File: src/sv/idf1_pkg.sv
// Shared constants and types of the direct form I filter.
`timescale 1ns / 1ps

package idf1_pkg;

    // Default sizes of the filter.
    localparam int SAMPLE_WIDTH_DEF   = 24;
    localparam int COEF_WIDTH_DEF     = 26;
    localparam int COEF_FRAC_BITS_DEF = 22;
    localparam int MAX_ORDER_DEF      = 4;

    // The register map always carries four delay taps.
    localparam int TAP_COUNT       = 4;
    localparam int ORDER_WIDTH     = 3;
    localparam int REG_INDEX_WIDTH = 3;

    typedef logic [REG_INDEX_WIDTH-1:0] reg_index_t;

    // Configuration register indexes.
    localparam reg_index_t REG_FEEDFORWARD_01 = 3'd0;
    localparam reg_index_t REG_FEEDFORWARD_23 = 3'd1;
    localparam reg_index_t REG_FEEDFORWARD_4  = 3'd2;
    localparam reg_index_t REG_FEEDBACK_12    = 3'd3;
    localparam reg_index_t REG_FEEDBACK_34    = 3'd4;
    localparam reg_index_t REG_FILTER_ORDER   = 3'd5;

    // Control handed to each tap cell.
    typedef struct packed {
        logic shift;
        logic tap_on;
    } cell_ctl_t;

endpackage

File: src/sv/idf1_out_stage.sv
// Rounding, saturation and the output register of the filter.
`timescale 1ns / 1ps

module idf1_out_stage #(
    parameter int SAMPLE_WIDTH   = idf1_pkg::SAMPLE_WIDTH_DEF,
    parameter int COEF_WIDTH     = idf1_pkg::COEF_WIDTH_DEF,
    parameter int COEF_FRAC_BITS = idf1_pkg::COEF_FRAC_BITS_DEF,
    parameter int ACC_WIDTH      = SAMPLE_WIDTH + COEF_WIDTH + 5
) (
    input  logic                           clk,
    input  logic                           rst_n,
    input  logic signed [ACC_WIDTH-1:0]    acc,
    input  logic                           take,
    input  logic                           result_ready,
    output logic signed [SAMPLE_WIDTH-1:0] y_sat,
    output logic                           can_take,
    output logic                           result_valid,
    output logic signed [SAMPLE_WIDTH-1:0] sample_out,
    output logic                           clipped
);
    localparam int SH_WIDTH = ACC_WIDTH - COEF_FRAC_BITS;

    localparam logic signed [ACC_WIDTH-1:0] HALF = ACC_WIDTH'(1) << (COEF_FRAC_BITS - 1);
    localparam logic signed [SH_WIDTH-1:0]  HI   =
        {{(SH_WIDTH - SAMPLE_WIDTH + 1){1'b0}}, {(SAMPLE_WIDTH - 1){1'b1}}};
    localparam logic signed [SH_WIDTH-1:0]  LO   =
        {{(SH_WIDTH - SAMPLE_WIDTH + 1){1'b1}}, {(SAMPLE_WIDTH - 1){1'b0}}};

    logic signed [ACC_WIDTH-1:0]    rounded;
    logic signed [ACC_WIDTH-1:0]    shifted_full;
    logic signed [SH_WIDTH-1:0]     shifted;
    logic                           clip_now;
    logic                           valid_reg;
    logic                           valid_next;
    logic signed [SAMPLE_WIDTH-1:0] sample_reg;
    logic                           clipped_reg;

    // Round half up, floor shift, then clamp to the sample range.
    always_comb
    begin
        rounded      = acc + HALF;
        shifted_full = rounded >>> COEF_FRAC_BITS;
        shifted      = shifted_full[SH_WIDTH-1:0];
        if (shifted > HI)
        begin
            y_sat    = HI[SAMPLE_WIDTH-1:0];
            clip_now = 1'b1;
        end
        else if (shifted < LO)
        begin
            y_sat    = LO[SAMPLE_WIDTH-1:0];
            clip_now = 1'b1;
        end
        else
        begin
            y_sat    = shifted[SAMPLE_WIDTH-1:0];
            clip_now = 1'b0;
        end
    end

    // The register frees up in the same cycle its result is taken.
    assign can_take   = !valid_reg || result_ready;
    assign valid_next = take ? 1'b1 : (result_ready ? 1'b0 : valid_reg);

    always_ff @(posedge clk or negedge rst_n)
    begin
        if (!rst_n)
        begin
            valid_reg <= 1'b0;
        end
        else
        begin
            valid_reg <= valid_next;
        end
    end

    // Result payload loads with each accepted transaction.
    always_ff @(posedge clk)
    begin
        if (take)
        begin
            sample_reg  <= y_sat;
            clipped_reg <= clip_now;
        end
    end

    assign result_valid = valid_reg;
    assign sample_out   = sample_reg;
    assign clipped      = clipped_reg;

endmodule

File: config.mk
export PLATFORM = sky130hd
export DESIGN_NAME = idf1_out_stage
export DESIGN_NICKNAME = d
export VERILOG_FILES = /design/src/sv/idf1_pkg.sv /design/src/sv/idf1_out_stage.sv
export SDC_FILE = /design/constraint.sdc
export NUM_CORES = 1
export LEC_CHECK = 0
export BUFFER_PORTS_ARGS = -buffer_cell sky130_fd_sc_hd__buf_2
export CORE_AREA = 5 5 83 85
export DETAILED_ROUTE_END_ITERATION = 10
export DIE_AREA = 0 0 88 90
export PLACE_DENSITY = 0.72
export SLEW_MARGIN = 20
export SYNTH_ARGS = -nofsm -noshare
export SYNTH_HDL_FRONTEND = slang
export SYNTH_SLANG_ARGS = --single-unit
export TNS_END_PERCENT = 10
File: constraint.sdc
create_clock -name clk -period 8.17 [get_ports clk]
set_input_delay 2.451 -clock clk [delete_from_list [all_inputs] [get_ports clk]]
set_output_delay 2.451 -clock clk [all_outputs]
set_load 0.02 [all_outputs]
; ---- Word-level counts from Yosys, hierarchy flattened
; Cells that the tools add are included.
[totals]
reg_bits = 26
input_bits = 59
output_inout_bits = 51
elab_cells = 14
[classes]
n_addsub = 1
order_cmp = 2
n_mux = 5
reduce_logical = 3
[op_table]
columns = operator, count
row1 = "adder 55 x 23 -> 55 bit, second input constant", 1
row2 = two-way mux 24 bit, 2
row3 = "> comparator 33 x 24 -> 1 bit, second input constant", 1
row4 = "less-than comparator 33 x 24 -> 1 bit, second input constant", 1
row5 = two-way mux 1 bit, 3
row6 = nonzero test 2 bit, 1
row7 = logical NOT 1 bit, 1
row8 = logical OR 1 bit, 1

; ---- Logic depth before layout (Yosys ltp)
[logic_depth]
ltp_word = 4
ltp_mapped = 9
depth_no_buf = 7

; ---- Least setup slack after synthesis
; OpenSTA, ideal clock, no wires.
[synth_path]
path_kind = input to output
startpoint = input acc[33]
endpoint = output y_sat[10]
arrival_ns = 4.297
required_ns = 5.719
slack_ns = 1.422
cell_stages = 7
path_buffers = 1
path_cell_list = nand2_1 > or4_4 > nor4_4 > o22a_2 > buf_6 > nand3_1 > a2bb2oi_1
[synth_between]
elab_chain_cells = 4
elab_cells_between_ends = 5
cone_classes = 1 x add/sub / 2 x order compare / 2 x mux
[synth_rtl]
columns = element, line
row1 = "start, declared", idf1_out_stage.sv:12  ; input logic signed [ACC_WIDTH-1:0] acc,
row2 = adder 55 x 23 -> 55 bit (*), idf1_out_stage.sv:41  ; rounded = acc + HALF;
row3 = less-than comparator 33 x 24 -> 1 bit, idf1_out_stage.sv:49  ; else if (shifted < LO)
row4 = two-way mux 24 bit, idf1_out_stage.sv:49
row5 = two-way mux 24 bit (*), idf1_out_stage.sv:44  ; if (shifted > HI)
row6 = "end, declared", idf1_out_stage.sv:15  ; output logic signed [SAMPLE_WIDTH-1:0] y_sat,
; Every way passes the cells marked *; elsewhere a longest branch is shown, timed or not.

; ---- Final worst setup path
[layout_path]
startpoint = input acc[34]
endpoint = output y_sat[1]
; The elaborated chain is that of the path after synthesis.

==> results.sh <==
export IMPL_std_cell_rows=29
export IMPL_synth_top_cells_by_count="27 x nand3_1, 25 x edfxtp_1, 18 x a2bb2oi_1, 14 x nand2_1, 14 x xor2_1"
export IMPL_setup_violations_final=0
export IMPL_num_vias=2028
export IMPL_cpLargestDelayFamily="simple AND/OR/NAND/NOR gates"
export IMPL_rsz0062_at_grt="no"
export IMPL_finalClockSkew_ps=0
export IMPL_slew_headroom=0.625
export IMPL_ios=110
export IMPL_viasPerCell=5.39
export IMPL_antenna_cells=0
export IMPL_routed_wl_um=5770
export IMPL_yosysSeqAreaShare=0.377
export IMPL_grt_pass1_wl_um=9020
export IMPL_layout_min_cycle_time_ps=7230
export IMPL_critPathKind="input port to output port"
export IMPL_clk_path_buf_depth=2
export IMPL_power_leakage_uw=0.00103
export IMPL_postRouteAntennaNets=0
export IMPL_yosysTopAreaCell="edfxtp_1"
export IMPL_cp_max_fo=11
export IMPL_largest_reg_flops=24
export IMPL_drc=0
export IMPL_cts_resized=0
export IMPL_grt_pass1_vias=1888
export IMPL_yosysTopAreaCellShare=0.365
export IMPL_numCtsBuffers=3
export IMPL_ir_worst_vdd_v=0.0000677
export IMPL_core_um2=6130
export IMPL_io_buffers=88
export IMPL_yosys_top_cells_area="edfxtp_1 36%, a2bb2oi_1 7.7%, nand3_1 6.6%, xor2_1 6.0%, xnor2_1 4.7%"
export IMPL_arrival_ps=4780
export IMPL_antenna_found_initial=0
export IMPL_synth_main_ff_cell="edfxtp_1"
export IMPL_power_total_uw=326
export IMPL_path_cells="buf_2 > nand4_2 > nor3_2 > nand4_1 > mux2i_1 > or3_1 > a2bb2oi_1 > buf_2"
export IMPL_grt_ovfl_total=0
export IMPL_wl_per_cell_um=15.4
export IMPL_max_cap_violations=0
export IMPL_ys_ff_latch=26
export IMPL_drt_iter0_markers=134
export IMPL_clock_latency_ps=260
export IMPL_avgSynthCellArea_um2=9.66
export IMPL_fin_tns_setup_ps=0
export IMPL_worst_path_max_delay_cell="nor3_2"
export IMPL_hold_buffers=0
export IMPL_drive_gt1_frac=0.365
export IMPL_synthCells=213
export IMPL_worst_slew_pin_transition_ps=562
export IMPL_yosys_cell_count_top_type="nand3_1"
export IMPL_crit_top_cell="buf_2"
export IMPL_yosysWarnings=0
export IMPL_synth_edf_count=25
export IMPL_path_buf_inv=2
export IMPL_die_x_um=88
export IMPL_initial_core_util=0.335
export IMPL_period_share=0.885
export IMPL_fin_hold_ws_ps=509
export IMPL_max_freq_mhz=138
export IMPL_cts_sinks=26
export IMPL_drt_first_pass_iters=4
export IMPL_cts_max_level=1
export IMPL_root_buffer="clkbuf_8"
export IMPL_outcome="completed"
export IMPL_cp_start_kind="input port"
export IMPL_final_nets=360
export IMPL_critPathRequiredTime_ps=5720
export IMPL_cp_end_kind="output port"
export IMPL_slowest_delay_ps=460
export IMPL_fill_cells=625
export IMPL_yosysUniqueCellTypes=45
export IMPL_async_reset_ff_frac=0.0385
export IMPL_synth_area_um2=2060
export IMPL_postSynthNetCount=273
export IMPL_slew_violations=0
export IMPL_power_density_nw_per_um2=125
export IMPL_dieArea_um2=7920
export IMPL_post_cts_buffers=0
export IMPL_final_util=0.426
export IMPL_finalHoldViolations=0
export IMPL_gp_congestion=0.883
export IMPL_clk_pin_slew_ps=80
export IMPL_min_path_type="register to register"
export IMPL_die_y_um=90
export IMPL_cts_tree="built"
export IMPL_grt_max_degree=27
export IMPL_grt_usage=0.140
export IMPL_place_hpwl_um=4640
export IMPL_area_growth_syn_to_layout_pct=27.1
## stage by stage
| step | std cells | instance area (µm²) | worst slack, ps |
|---|---|---|---|
| 5_1_grt | 376 | 2620 | 774 |
| 3_3_place_gp | 372 | 2570 | 1070 |
| 2_1_floorplan | 213 | 2060 | 1420 |
| 6_report | 376 | 2620 | 938 |
| 3_5_place_dp | 372 | 2570 | 1020 |
| 4_1_cts | 376 | 2620 | 1010 |
## worst register-to-register path: stages, from the launching register on
cell      delay [ps]
dfrtp_1          380
nand2b_1          90
nand2b_1          50
## cells in the final DEF (no fill, tap or decap), drive strengths merged, types with 2 or more instances in the layout
cell type  instances
a21oi              4
a2bb2oi           18
a31oi              4
and2               2
and3               3
and4               7
buf               91
clkbuf             3
edfxtp            25
inv                6
nand2             14
nand2b             2
nand3             28
nand4             10
nor2               8
nor3              14
nor4               9
o211a              2
o211ai             2
o22ai              4
or3                4
xnor2             11
xor2              14
## logic make-up after synthesis
family | count (synthesis) | share of synthesized area
DFF | 26 | 0.377
and+or+nand+nor | 105 | 0.316
muxes | 1 | 0.00487
buffers and inverters | 15 | 0.0335
xor gates and xnor gates | 25 | 0.106
AOI/OAI and AO/OA | 40 | 0.156
adders and majority gates | 1 | 0.00608
## worst paths after layout
kind	start	endpoint	slack [ps]	cells past startpoint
worst max-delay path	acc[34]	y_sat[1]	940	8
worst min-delay path	result_valid$_DFFE_PN0P_	result_valid$_DFFE_PN0P_	510	2
worst max register to register	result_valid$_DFFE_PN0P_	result_valid$_DFFE_PN0P_	7550	2
worst min register to register	result_valid$_DFFE_PN0P_	result_valid$_DFFE_PN0P_	510	2
max in group asynchronous	rst_n	result_valid$_DFFE_PN0P_	6150	1
min in group asynchronous	rst_n	result_valid$_DFFE_PN0P_	1940	1
## routing by layer
layer,wire [µm],global-route usage
met4,111,0.0563
met2,2820,0.242
met1,2360,0.176
met3,484,0.0146
met5,0,0
## cell type report
cell class                 count  area (µm²)  area share
tap                           77        96.3      0.0368
timing repair buffer          91         463       0.177
inverter                       6        22.5     0.00861
clock buffer                   3        41.3      0.0158
clock inverter                 1        3.75     0.00144
multi-input combinational    172        1210       0.464
sequential                    26         776       0.297
## power breakdown
group / internal [µW] / switching, µW / total (µW)
clock network: 33.7 / 38.6 / 72.3
logic: 32.1 / 61.8 / 93.9
registers: 158 / 2.12 / 160
No activity file was read; power rests on OpenSTA's default activity.
