--- src/sv/idf1_pkg.sv ---
// Shared constants and types of the direct form I filter.
`timescale 1ns / 1ps

package idf1_pkg;

    // Default sizes of the filter.
    localparam int SAMPLE_WIDTH_DEF   = 24;
    localparam int COEF_WIDTH_DEF     = 26;
    localparam int COEF_FRAC_BITS_DEF = 22;
    localparam int MAX_ORDER_DEF      = 4;

    // The register map always carries four delay taps.
    localparam int TAP_COUNT       = 4;
    localparam int ORDER_WIDTH     = 3;
    localparam int REG_INDEX_WIDTH = 3;

    typedef logic [REG_INDEX_WIDTH-1:0] reg_index_t;

    // Configuration register indexes.
    localparam reg_index_t REG_FEEDFORWARD_01 = 3'd0;
    localparam reg_index_t REG_FEEDFORWARD_23 = 3'd1;
    localparam reg_index_t REG_FEEDFORWARD_4  = 3'd2;
    localparam reg_index_t REG_FEEDBACK_12    = 3'd3;
    localparam reg_index_t REG_FEEDBACK_34    = 3'd4;
    localparam reg_index_t REG_FILTER_ORDER   = 3'd5;

    // Control handed to each tap cell.
    typedef struct packed {
        logic shift;
        logic tap_on;
    } cell_ctl_t;

endpackage

--- src/sv/idf1_cell.sv ---
// One delay tap of the filter: holds x[n-k] and y[n-k] and adds its products.
`timescale 1ns / 1ps

module idf1_cell #(
    parameter int SAMPLE_WIDTH = idf1_pkg::SAMPLE_WIDTH_DEF,
    parameter int COEF_WIDTH   = idf1_pkg::COEF_WIDTH_DEF,
    parameter int ACC_WIDTH    = SAMPLE_WIDTH + COEF_WIDTH + 5
) (
    input  logic                           clk,
    input  logic                           rst_n,
    input  idf1_pkg::cell_ctl_t            ctl,
    input  logic signed [SAMPLE_WIDTH-1:0] x_in,
    input  logic signed [SAMPLE_WIDTH-1:0] y_in,
    input  logic signed [COEF_WIDTH-1:0]   b_coef,
    input  logic signed [COEF_WIDTH-1:0]   a_coef,
    input  logic signed [ACC_WIDTH-1:0]    sum_in,
    output logic signed [SAMPLE_WIDTH-1:0] x_tap,
    output logic signed [SAMPLE_WIDTH-1:0] y_tap,
    output logic signed [ACC_WIDTH-1:0]    sum_out
);
    localparam int PROD_WIDTH = SAMPLE_WIDTH + COEF_WIDTH;

    logic signed [SAMPLE_WIDTH-1:0] x_reg;
    logic signed [SAMPLE_WIDTH-1:0] y_reg;
    logic signed [PROD_WIDTH-1:0]   ff_prod;
    logic signed [PROD_WIDTH-1:0]   fb_prod;
    logic signed [ACC_WIDTH-1:0]    tap_term;

    // History shifts one place down the row on every accepted transaction.
    always_ff @(posedge clk or negedge rst_n)
    begin
        if (!rst_n)
        begin
            x_reg <= '0;
            y_reg <= '0;
        end
        else if (ctl.shift)
        begin
            x_reg <= x_in;
            y_reg <= y_in;
        end
    end

    assign x_tap = x_reg;
    assign y_tap = y_reg;

    // Feedforward product minus feedback product, added to the running sum when the tap is on.
    assign ff_prod  = b_coef * x_reg;
    assign fb_prod  = a_coef * y_reg;
    assign tap_term = ACC_WIDTH'(ff_prod) - ACC_WIDTH'(fb_prod);
    assign sum_out  = ctl.tap_on ? (sum_in + tap_term) : sum_in;

endmodule

--- config.mk ---
export PLATFORM = sky130hd
export DESIGN_NAME = idf1_cell
export DESIGN_NICKNAME = d
export VERILOG_FILES = /design/src/sv/idf1_pkg.sv /design/src/sv/idf1_cell.sv
export SDC_FILE = /design/constraint.sdc
export NUM_CORES = 2
export LEC_CHECK = 0
export BUFFER_PORTS_ARGS = -buffer_cell sky130_fd_sc_hd__buf_2
export CORE_UTILIZATION = 65
export DETAILED_ROUTE_END_ITERATION = 16
export PLACE_DENSITY = 0.84
export SYNTH_ARGS = -nofsm -noshare
export SYNTH_HDL_FRONTEND = slang
export SYNTH_SLANG_ARGS = --single-unit
export TNS_END_PERCENT = 1
--- constraint.sdc ---
create_clock -name clk -period 29.1 [get_ports clk]
set_input_delay 1.455 -clock clk [delete_from_list [all_inputs] [get_ports clk]]
set_output_delay 1.455 -clock clk [all_outputs]
set_load 0.01 [all_outputs]
After elaboration in Yosys (flattened, before gate mapping)
Cells that the tools add are included.
{"block": "word_totals", "register_bits": 48, "out_inout_bits": 103}
{"block": "classes", "add_sub_neg": 2, "mul": 2, "n_mux": 1}
{"operator": "26-bit by 24-bit multiplier with 50-bit output", "n": 2}
{"operator": "55-bit by 51-bit adder with 55-bit output", "n": 1}
{"operator": "55-bit 2-to-1 mux", "n": 1}
{"operator": "50-bit by 50-bit subtractor with 51-bit output", "n": 1}

Depth between registers and ports, before layout
{"block": "depth", "word_depth": 4, "ltp_mapped": 32, "ltp_nobuf": 30}

Worst setup path after synthesis
OpenSTA, ideal clock, no wires.
{"block": "synth_timing", "kind": "input -> output", "from": "input port b_coef[25]", "to": "output port sum_out[54]", "arrival_ns": 9.983, "required_ns": 27.645, "setup_slack_ns": 17.662, "cell_stages": 29, "path_buffers": 2, "path_cell_list": "clkbuf_1 nand2_1 inv_1 fa_1 inv_1 fa_1 fa_1 inv_1 fa_1 inv_1 fa_1 fa_1 inv_1 fa_1 fa_1 inv_1 fa_1 inv_1 ha_1 clkbuf_1 a2111oi_0 o21ai_0 o311ai_0 a41oi_1 o41ai_4 a21oi_2 o211a_1 or3_1 a31oi_1"}
{"block": "synth_via", "elab_chain_cells": 4}
{"item": "start, declared", "line": "idf1_cell.sv:14", "source": "input logic signed [COEF_WIDTH-1:0] b_coef,"}
{"item": "26-bit by 24-bit multiplier with 50-bit output", "line": "idf1_cell.sv:48", "source": "assign ff_prod = b_coef * x_reg;"}
{"item": "50-bit by 50-bit subtractor with 51-bit output", "line": "idf1_cell.sv:50", "source": "assign tap_term = ACC_WIDTH'(ff_prod) - ACC_WIDTH'(fb_prod);"}
{"item": "55-bit by 51-bit adder with 55-bit output", "line": "idf1_cell.sv:51", "source": "assign sum_out = ctl.tap_on ? (sum_in + tap_term) : sum_in;"}
{"item": "55-bit 2-to-1 mux", "line": "idf1_cell.sv:51"}
{"item": "end, declared", "line": "idf1_cell.sv:19", "source": "output logic signed [ACC_WIDTH-1:0] sum_out"}
No other way between the ends.

Final worst setup path
{"block": "layout_timing", "from": "input port b_coef[25]", "to": "output port sum_out[53]"}
Same word-level chain as after synthesis.

==> impl_metrics.prom <==
# TYPE chip_impl_metric gauge
chip_impl_metric{name="post_synth_instance_area",unit="um^2"} 52700
chip_impl_metric{name="worst_path_max_fanout",unit=""} 26
chip_impl_metric{name="async_reset_ff_frac",unit=""} 1.00
chip_impl_metric{name="initial_core_utilization",unit=""} 0.656
chip_impl_metric{name="postCtsHoldBufs",unit=""} 0
chip_impl_info{name="result_of_the_run",value="finished clean"} 1
chip_impl_metric{name="placementRows",unit=""} 104
chip_impl_metric{name="io_pins",unit=""} 262
chip_impl_metric{name="sequential_cell_area",unit="um^2"} 1200
chip_impl_metric{name="dr_total_vias",unit=""} 37100
chip_impl_metric{name="worstMarginPinSlew",unit="ns"} 1.34
chip_impl_metric{name="ctsResizeCount",unit=""} 0
chip_impl_metric{name="nNetsFinal",unit=""} 7570
chip_impl_info{name="crit_type",value="in2out"} 1
chip_impl_metric{name="drt_first_iter_violations",unit=""} 3083
chip_impl_metric{name="grt.overflow.total",unit=""} 0
chip_impl_metric{name="synth_to_final_area_change",unit="%"} 4.42
chip_impl_metric{name="drc_violations_left",unit=""} 0
chip_impl_metric{name="stdcell_area",unit="um^2"} 55100
chip_impl_metric{name="route.detailed.vias_per_inst",unit=""} 5.60
chip_impl_metric{name="numCtsBuffers",unit=""} 5
chip_impl_metric{name="synth-edff-count",unit=""} 0
chip_impl_metric{name="syn_nets",unit=""} 7487
chip_impl_metric{name="core_region_area",unit="um^2"} 80400
chip_impl_metric{name="die_w",unit="um"} 287
chip_impl_info{name="worst_path_most_repeated_cell",value="sky130_fd_sc_hd__fa_1"} 1
chip_impl_metric{name="fill_cells",unit=""} 5859
chip_impl_metric{name="gpl.final_weighted_congestion",unit=""} 0.970
chip_impl_metric{name="sequential_to_total_area_share_from_yosys_stat",unit=""} 0.0228
chip_impl_metric{name="first_global_vias",unit=""} 41500
chip_impl_info{name="worst_hold_path_type",value="reg2reg"} 1
chip_impl_metric{name="multiInputGateArea",unit="um^2"} 44500
chip_impl_metric{name="number_of_antenna_violations_at_the_first_check_in_global_routing",unit=""} 9
chip_impl_metric{name="setup_viol",unit=""} 0
chip_impl_metric{name="cts.reportedPaths.clkPinSlew",unit="ns"} 0.08
chip_impl_metric{name="postSynthRegisterBits",unit=""} 48
chip_impl_metric{name="relSlewSlack",unit=""} 0.103
chip_impl_metric{name="max_clock_freq",unit="GHz"} 0.0817
chip_impl_metric{name="drt.antenna.violating_nets",unit=""} 0
chip_impl_metric{name="count_of_tritonroute_iterations_in_the_first_routing_pass",unit=""} 8
chip_impl_metric{name="die_height",unit="um"} 287
chip_impl_metric{name="gr-usage-all-layers",unit=""} 0.355
chip_impl_metric{name="grt_start_max_net_pins",unit=""} 54
chip_impl_metric{name="synthesis.area_per_instance",unit="um^2"} 9.62
chip_impl_metric{name="buffering_stage_count_on_the_worst_path_with_inverters_included",unit=""} 10
chip_impl_info{name="critical_path.endpoint_type",value="output port"} 1
chip_impl_metric{name="setup_total_negative_slack",unit="ns"} 0
chip_impl_metric{name="placedInstanceArea",unit="um^2"} 54900
chip_impl_metric{name="yosysUniqueCellTypes",unit=""} 58
chip_impl_metric{name="routedWlPerCell",unit="um"} 20.4
chip_impl_metric{name="fin_skew",unit="ns"} 0
chip_impl_metric{name="yosysWarnings",unit=""} 0
chip_impl_info{name="worst_setup_path_start_kind",value="primary input"} 1
chip_impl_info{name="critical_path.top_delay_family",value="adder cells"} 1
chip_impl_metric{name="clock-sinks",unit=""} 48
chip_impl_metric{name="global_route_wire_length_before_repair",unit="um"} 223000
chip_impl_metric{name="clock_tree.buffer_depth",unit=""} 2
chip_impl_metric{name="hold_viol_final",unit=""} 0
chip_impl_metric{name="cts_post_setup_buffers_inserted",unit=""} 0
chip_impl_metric{name="syn-instance-count",unit=""} 5484
chip_impl_info{name="rsz0062_at_grt",value="false"} 1
chip_impl_metric{name="crit_path_max_incr_delay",unit="ns"} 0.55
chip_impl_info{name="clock-root-buffer",value="sky130_fd_sc_hd__clkbuf_16"} 1
chip_impl_info{name="cts_tree",value="yes"} 1
chip_impl_metric{name="drive_above_1_share",unit=""} 0.0742
chip_impl_metric{name="fin_crit_sh",unit=""} 0.420
chip_impl_metric{name="max-cap-violations",unit=""} 0
chip_impl_metric{name="cp_data_required_time",unit="ns"} 27.65
chip_impl_metric{name="dieArea",unit="um^2"} 82300
chip_impl_info{name="yosys_most_used_dff",value="sky130_fd_sc_hd__dfrtp_1"} 1
chip_impl_metric{name="crit_arrival",unit="ns"} 10.78
chip_impl_metric{name="cts.htree.levels",unit=""} 2
chip_impl_metric{name="buffer_ports.inserted",unit=""} 261
chip_impl_metric{name="clock_insertion_delay_worst_skew",unit="ns"} 0.37
chip_impl_metric{name="final.min_clock_period",unit="ns"} 12.23
chip_impl_info{name="crit_slowest_cell",value="sky130_fd_sc_hd__fa_1"} 1
chip_impl_metric{name="routed_wirelength",unit="um"} 135000
chip_impl_metric{name="final_max_slew_viol_count",unit=""} 0
chip_impl_metric{name="dpl_wire_length",unit="um"} 116000
==> area by class of cell <==
| type | count | share of cell area |
|---|---|---|
| well taps | 1060 | 0.0241 |
| clock buffers | 5 | 0.00227 |
| flip-flops and latches | 48 | 0.0218 |
| repair buffers | 314 | 0.0310 |
| inverters | 1639 | 0.112 |
| clock inverters | 3 | 0.00125 |
| multi-input cells | 3559 | 0.808 |
| diodes | 2 | 0.0000909 |
==> cell usage in the layout (no fill, tap or decap), drive strengths merged, types with 16 or more instances in the layout <==
cell type  instances
and2             645
nor2b             50
inv             1640
dfrtp             48
a21oi             47
xnor2             33
nor2              41
a21o              22
mux2              79
nand2            602
buf              314
xor2              16
fa              1556
nor3              16
ha               288
o21ai             33
==> registers in the layout, indices dropped and copies added (netlist names) <==
register  cells
x_tap        24
y_tap        24
==> final timing paths <==
path	startpoint	endpoint	slack (ns)	cells past startpoint
min in group asynchronous	rst_n	y_tap[23]$_DFFE_PN0P_	1.25	2
max in group asynchronous	rst_n	y_tap[15]$_DFFE_PN0P_	27.27	2
worst min register to register	x_tap[2]$_DFFE_PN0P_	x_tap[2]$_DFFE_PN0P_	0.51	1
worst min-delay path	x_tap[2]$_DFFE_PN0P_	x_tap[2]$_DFFE_PN0P_	0.51	1
worst max-delay path	b_coef[25]	sum_out[53]	16.87	31
worst max register to register	y_tap[6]$_DFFE_PN0P_	y_tap[6]$_DFFE_PN0P_	27.48	1
==> synth_stat cells, drive strengths merged (3+ instances only) <==
| cell type | count | area share |
|---|---|---|
| a2111oi | 4 | 0.00078 |
| a211oi | 11 | 0.0016 |
| a21boi | 7 | 0.0010 |
| a21o | 22 | 0.0031 |
| a21oi | 47 | 0.0045 |
| a31oi | 6 | 0.00071 |
| and2 | 645 | 0.077 |
| buf | 5 | 0.00050 |
| clkbuf | 233 | 0.017 |
| dfrtp | 48 | 0.023 |
| fa | 1556 | 0.59 |
| ha | 288 | 0.068 |
| inv | 1639 | 0.12 |
| mux2 | 79 | 0.017 |
| nand2 | 602 | 0.043 |
| nand2b | 6 | 0.00071 |
| nand3 | 13 | 0.0012 |
| nand4 | 7 | 0.00083 |
| nor2 | 41 | 0.0029 |
| nor2b | 50 | 0.0059 |
| nor3 | 16 | 0.0015 |
| nor3b | 3 | 0.00043 |
| o2111ai | 3 | 0.00050 |
| o211ai | 7 | 0.0010 |
| o21a | 15 | 0.0021 |
| o21ai | 33 | 0.0033 |
| o21bai | 3 | 0.00043 |
| o311ai | 3 | 0.00050 |
| o31ai | 8 | 0.0011 |
| or2 | 5 | 0.00059 |
| or3 | 6 | 0.00071 |
| xnor2 | 33 | 0.0055 |
| xor2 | 16 | 0.0027 |
==> stage by stage <==
stage                     cells  worst slack, ns  utilization  hold slack (ns)
after floorplan            5484            17.66            -            0.664
after global placement     6620            16.96        0.682            0.490
after detailed placement   6620            16.92        0.682            0.497
after CTS                  6628            16.87        0.685            0.515
after global routing       6628            16.31        0.685            0.533
final                      6630            16.87        0.685            0.515
==> cell families (layout without fill, tap and decap cells) <==
kind of cell	after synthesis	after routing	share of synthesized area
AOI/OAI and AO/OA	186	186	0.0240
xor gates and xnor gates	49	49	0.00814
adders and majority gates	1844	1844	0.659
buffers and inverters	1877	1961	0.134
DFF	48	48	0.0228
muxes	80	80	0.0171
other	0	2	0
and+or+nand+nor	1400	1400	0.135
==> metal layers <==
metal  part of all wire  up-vias  wire (um)  track usage
met4              0.034       14       4640        0.114
met3               0.12      358      16600        0.103
met5            0.00065        -         88            0
met2               0.47     2082      63100        0.555
li1                   -    15500          -            -
met1               0.38    19200      50900        0.482
Power is not shown: default switching activity piles up to over one toggle a cycle in this logic, so the estimate is an artifact.
